<file path="src/sv/sorted_deque_table_macros.svh">
// ---------------------------------------------------------------------------
// sorted_deque_table_macros: assertion macros for the sorted deque table
// Clocked assertion wrappers; ASSERT_OFF compiles them away.
// ---------------------------------------------------------------------------
`ifndef SORTED_DEQUE_TABLE_MACROS_SVH
`define SORTED_DEQUE_TABLE_MACROS_SVH

`ifndef ASSERT_OFF
// property checked on every rising clock edge outside reset
`define SDT_ASSERT(lbl, clk, rst_n, prop, msg) \
	lbl: assert property (@(posedge clk) disable iff (!rst_n) prop) else $error(msg);
// property checked on every rising clock edge, reset included
`define SDT_ASSERT_ALWAYS(lbl, clk, prop, msg) \
	lbl: assert property (@(posedge clk) prop) else $error(msg);
`else
`define SDT_ASSERT(lbl, clk, rst_n, prop, msg)
`define SDT_ASSERT_ALWAYS(lbl, clk, prop, msg)
`endif

`endif

</file>
<file path="src/sv/sdt_pkg.sv">
// ---------------------------------------------------------------------------
// sdt_pkg: shared types and constants of the sorted deque table
// Sizes, action and status codes, and the control word sent to each cell.
// ---------------------------------------------------------------------------
`default_nettype none

package sdt_pkg;

	localparam int CAPACITY = 16;
	localparam int IDX_W    = $clog2(CAPACITY);
	localparam int CNT_W    = $clog2(CAPACITY + 1);
	localparam int KEY_W    = 32;
	localparam int PAY_W    = 64;
	localparam int ACT_W    = 3;
	localparam int ST_W     = 2;
	localparam int OCC_W    = 5;

	// requested action
	typedef enum logic [ACT_W-1:0] {
		ACT_PUSH_BACK  = 3'd0,
		ACT_PUSH_FRONT = 3'd1,
		ACT_SORTED     = 3'd2,
		ACT_POP_BACK   = 3'd3,
		ACT_POP_FRONT  = 3'd4,
		ACT_REMOVE     = 3'd5,
		ACT_DUMP_FWD   = 3'd6,
		ACT_DUMP_BWD   = 3'd7
	} act_t;

	// result status
	typedef enum logic [ST_W-1:0] {
		ST_OK       = 2'd0,
		ST_EMPTY    = 2'd1,
		ST_NOTFOUND = 2'd2,
		ST_FULL     = 2'd3
	} status_t;

	// cell update: keep, open a gap at pos, or close the gap at pos
	typedef enum logic [1:0] {
		CELL_HOLD = 2'd0,
		CELL_INS  = 2'd1,
		CELL_DEL  = 2'd2
	} cell_op_t;

	// control word broadcast along the row of cells
	typedef struct packed {
		cell_op_t                 op;
		logic [IDX_W-1:0]         pos;
		logic signed [KEY_W-1:0]  key;
		logic [PAY_W-1:0]         payload;
		logic                     cmp_gt;
	} cell_ctl_t;

	// sequencer states
	typedef enum logic [1:0] {
		S_IDLE = 2'd0,
		S_CMP  = 2'd1,
		S_SCAN = 2'd2,
		S_DUMP = 2'd3
	} fsm_t;

endpackage

`default_nettype wire

</file>
<file path="src/sv/sdt_cell.sv">
// ---------------------------------------------------------------------------
// sdt_cell: one record slot of the sorted deque table
// Holds a key and payload, shifts with its neighbors and compares its key.
// ---------------------------------------------------------------------------
`default_nettype none

module sdt_cell (
	input  wire logic                              clk,
	input  wire logic [sdt_pkg::IDX_W-1:0]         idx,
	input  wire sdt_pkg::cell_ctl_t                ctl,
	input  wire logic signed [sdt_pkg::KEY_W-1:0]  left_key,
	input  wire logic [sdt_pkg::PAY_W-1:0]         left_pay,
	input  wire logic signed [sdt_pkg::KEY_W-1:0]  right_key,
	input  wire logic [sdt_pkg::PAY_W-1:0]         right_pay,
	output logic signed [sdt_pkg::KEY_W-1:0]       cell_key,
	output logic [sdt_pkg::PAY_W-1:0]              cell_pay,
	output logic                                   hit
);

	logic signed [sdt_pkg::KEY_W-1:0] key_q;
	logic [sdt_pkg::PAY_W-1:0]        pay_q;

	// slot update: insert opens a gap, delete pulls the right neighbor in
	always_ff @(posedge clk) begin
		case (ctl.op)
			sdt_pkg::CELL_INS: begin
				if (idx == ctl.pos) begin
					key_q <= ctl.key;
					pay_q <= ctl.payload;
				end else if (idx > ctl.pos) begin
					key_q <= left_key;
					pay_q <= left_pay;
				end
			end
			sdt_pkg::CELL_DEL: begin
				if (idx >= ctl.pos) begin
					key_q <= right_key;
					pay_q <= right_pay;
				end
			end
			default: begin
			end
		endcase
	end

	// local compare: strictly greater for sorted insert, equal for remove
	always_comb begin
		hit = ctl.cmp_gt ? (key_q > ctl.key) : (key_q == ctl.key);
	end

	assign cell_key = key_q;
	assign cell_pay = pay_q;

endmodule

`default_nettype wire
</file>
<file path="config.mk">
export PLATFORM = sky130hd
export DESIGN_NAME = sdt_cell
export DESIGN_NICKNAME = d
export VERILOG_FILES = /design/src/sv/sorted_deque_table_macros.svh /design/src/sv/sdt_pkg.sv /design/src/sv/sdt_cell.sv
export SDC_FILE = /design/constraint.sdc
export NUM_CORES = 1
export LEC_CHECK = 0
export ABC_CLOCK_PERIOD_IN_PS = 11160
export BUFFER_PORTS_ARGS = -buffer_cell sky130_fd_sc_hd__buf_2
export CAP_MARGIN = 20
export CORE_AREA = 3 3 153 155
export DETAILED_ROUTE_END_ITERATION = 16
export DIE_AREA = 0 0 156 158
export HOLD_SLACK_MARGIN = 0.1
export PLACE_DENSITY = 0.55
export SLEW_MARGIN = 30
export SYNTH_ARGS = -nofsm -noshare
export SYNTH_HDL_FRONTEND = slang
export SYNTH_SLANG_ARGS = --single-unit
export TNS_END_PERCENT = 100
</file>
<file path="constraint.sdc">
create_clock -name clk -period 11.16 [get_ports clk]
set_input_delay 3.348 -clock clk [delete_from_list [all_inputs] [get_ports clk]]
set_output_delay 3.348 -clock clk [all_outputs]
set_load 0.02 [all_outputs]
</file>
==> impl_results.md <==
- Worst-Margin Slew: 0.965 ns
- Post-Synthesis Cells: 583
- Routed Wire Length: 19800 microns
- Vias in the first global route: 5436
- Dominant cell type by area after synthesis: edfxtp_1
- Crit. path cell count: 10
- Area occupied by multi-input gates: 2600 sq um
- Outcome: complete, no violations
- WHS Path Cells: 3
- Clock Sinks: 96
- Crit path max fanout: 3
- Chip height: 158 microns
- CP required: 7.81 ns
- Maxcap violations: 0
- Cts repair resizes: 0
- Main flop type after synthesis: edfxtp_1
- Ys async rst share: 0%
- Slew Viols, Final: 0
- Tmin final: 8.63 ns
- Avg Cell Area, Syn: 9.85 sq um
- GR Overflow Total: 0
- Worst Setup Start Kind: input pin
- DRT Pass-1 Iters: 6
- Synth warn: 0
- Core ar.: 22000 sq um
- Top-area cell type share of the netlist area: 50.2%
- Fillers: 2277
- TritonCTS buffer count: 9
- Endpoints failing hold: 0
- Synth cell types: 33
- Crit end category: output pin
- Placed Area: 8000 sq um
- Setup Viol. Count Final: 0
- Vias: 5523
- Largest net degree at the start of global routing: 95
- Area delta synth->final: 44.8%
- Final Worst Setup Slack: 2.53 ns
- ANT nets after route: 0
- CP peak stage delay: 0.50 ns
- Clk slew on worst S/H paths: 0.07 ns
- Max frequency: 116 MHz
- Register area: 2880 sq um
- RSZ-0062 raised after global routing: no
- Global-route wire length before repair: 28600 microns
- # rows: 54
- Sequential area share after synthesis: 50.2%
- PD cells: 134 nW/um^2
- Number of flops mapped to enable cells by yosys: 96
- Post CTS Setup Buffer Count: 0
- Post-Syn Area: 5740 sq um
- Root buf cell: clkbuf_16
- CTS tree: done
- Initial antenna violation count: 1
- Starting Density: 26.1%
- GRT Overall Usage: 15.0%
- H-tree depth: 3
- Final GP Congestion: 0.806
- Bufs on Longest Clock Path: 2
- CP arrival: 5.28 ns
- Worst-path cell chain: buf_2 -> inv_1 -> ha_1 -> and4_1 -> nand2b_4 -> or4_1 -> o21ai_1 -> a211oi_1 -> a311oi_1 -> buf_2
- Largest cells by area after synthesis: edfxtp_1 (50%), mux2i_1 (11%), o21ai_0 (8.6%)
- Max_slew headroom: 35.7%
- DRC violations left: 0
- Die X: 156 microns
- Setup TNS: 0 ns
- Fraction of layout cells with a size suffix above 1: 43.4%
- Post-route cell area: 8310 sq um
- Most used cell, CP: buf_2
- Yosys reg bits: 96
- Leakage Power: 4.20 nW
- Io pins: 397
- Detailed placement HPWL: 16200 microns
- Fin crit share: 77.3%
- Synthesized Nets: 919
- Worst hold path type: in2reg
- First-iteration detailed-routing DRC count: 265
- Layout Nets: 1297
- DR vias/cell: 4.43
- Die area: 24600 sq um
- Wire per inst: 15.9 microns
- Peak supply drop: 0.0000737 V
- WS Path Type: in2out
- CP max stage cell: or4_1
- Post-cts hold buffer count: 0
- Port bufs: 396
- WP buf/inv: 3
- Post-place setup slack: 2.53 ns
- Top delay family on crit path: simple AND/OR/NAND/NOR gates
- Utilization after layout: 37.9%
-- layout make-up --
type,instances,share of cell area [%]
multi-input combinational,414,31.2
inverter,38,1.72
timing repair buffer,402,24.4
tap,280,4.21
sequential,96,34.7
clock buffer,10,2.75
clock inverter,5,0.978
antenna,1,0.0301
-- flip-flops by register name (all words and copies together) (netlist names) --
register  count
cell_key     32
cell_pay     64
-- final timing paths --
check | startpoint | to | slack [ns]
max | ctl[91] | hit | 2.53
min | right_pay[44] | cell_pay[44] | 3.28
-- per-stage QoR --
| step | instances | power, mW | hold slack [ns] |
|---|---|---|---|
| floorplan | 583 | 0.661 | 3.54 |
| global placement | 1230 | 0.796 | 3.62 |
| detailed placement | 1230 | 0.799 | 3.63 |
| CTS | 1245 | 1.14 | 3.26 |
| global route | 1246 | 1.18 | 3.27 |
| finish | 1246 | 1.11 | 3.28 |
-- layout by cell type, fill, tap and decap left out, types with 2 or more instances in the layout --
cell	n
inv_1	38
a21oi_1	43
o21ai_0	99
mux2i_1	65
nand4_1	8
o211ai_1	2
nand2_1	103
clkbuf_16	9
nor2_1	32
buf_2	396
ha_1	36
bufinv_16	2
a21o_1	2
edfxtp_1	96
buf_4	6
a211oi_1	2
nand3_1	3
-- Yosys cell counts, types with 2 or more instances --
cell and instances:
o211ai_1 2, nor2_1 32, nand3_1 3, a211oi_1 2, buf_2 4, nand2_1 103, o21ai_0 99, nand4_1 8
a21o_1 2, edfxtp_1 96, inv_1 38, clkbuf_1 23, buf_1 8, nor2b_1 2, a21oi_1 44, mux2i_1 65
ha_1 36
-- logic make-up after synthesis --
family / after synthesis / synth area share, %
AOI/OAI and AO/OA: 156 / 14.3
xor gates and xnor gates: 2 / 0.305
adders and majority gates: 36 / 7.85
buffers and inverters: 73 / 4.86
DFF: 96 / 50.2
muxes: 65 / 11.3
and+or+nand+nor: 155 / 11.2
-- where the power goes --
group	internal [mW]	switching (mW)	leakage, nW
Combinational	0.118	0.188	3.17
Sequential	0.461	0.0176	0.882
Clock	0.196	0.133	0.151
Total	0.776	0.339	4.20
-- per-layer routing --
| layer | part of all wire [%] | GRT usage, % | vias up |
|---|---|---|---|
| met5 | 0 | 0 | - |
| met4 | 1.9 | 4.42 | 0 |
| met3 | 8.4 | 4.59 | 24 |
| met2 | 51 | 27.0 | 245 |
| met1 | 39 | 17.0 | 2411 |
| li1 | - | - | 2843 |
Note: power is estimated with default switching activity, not from simulation.
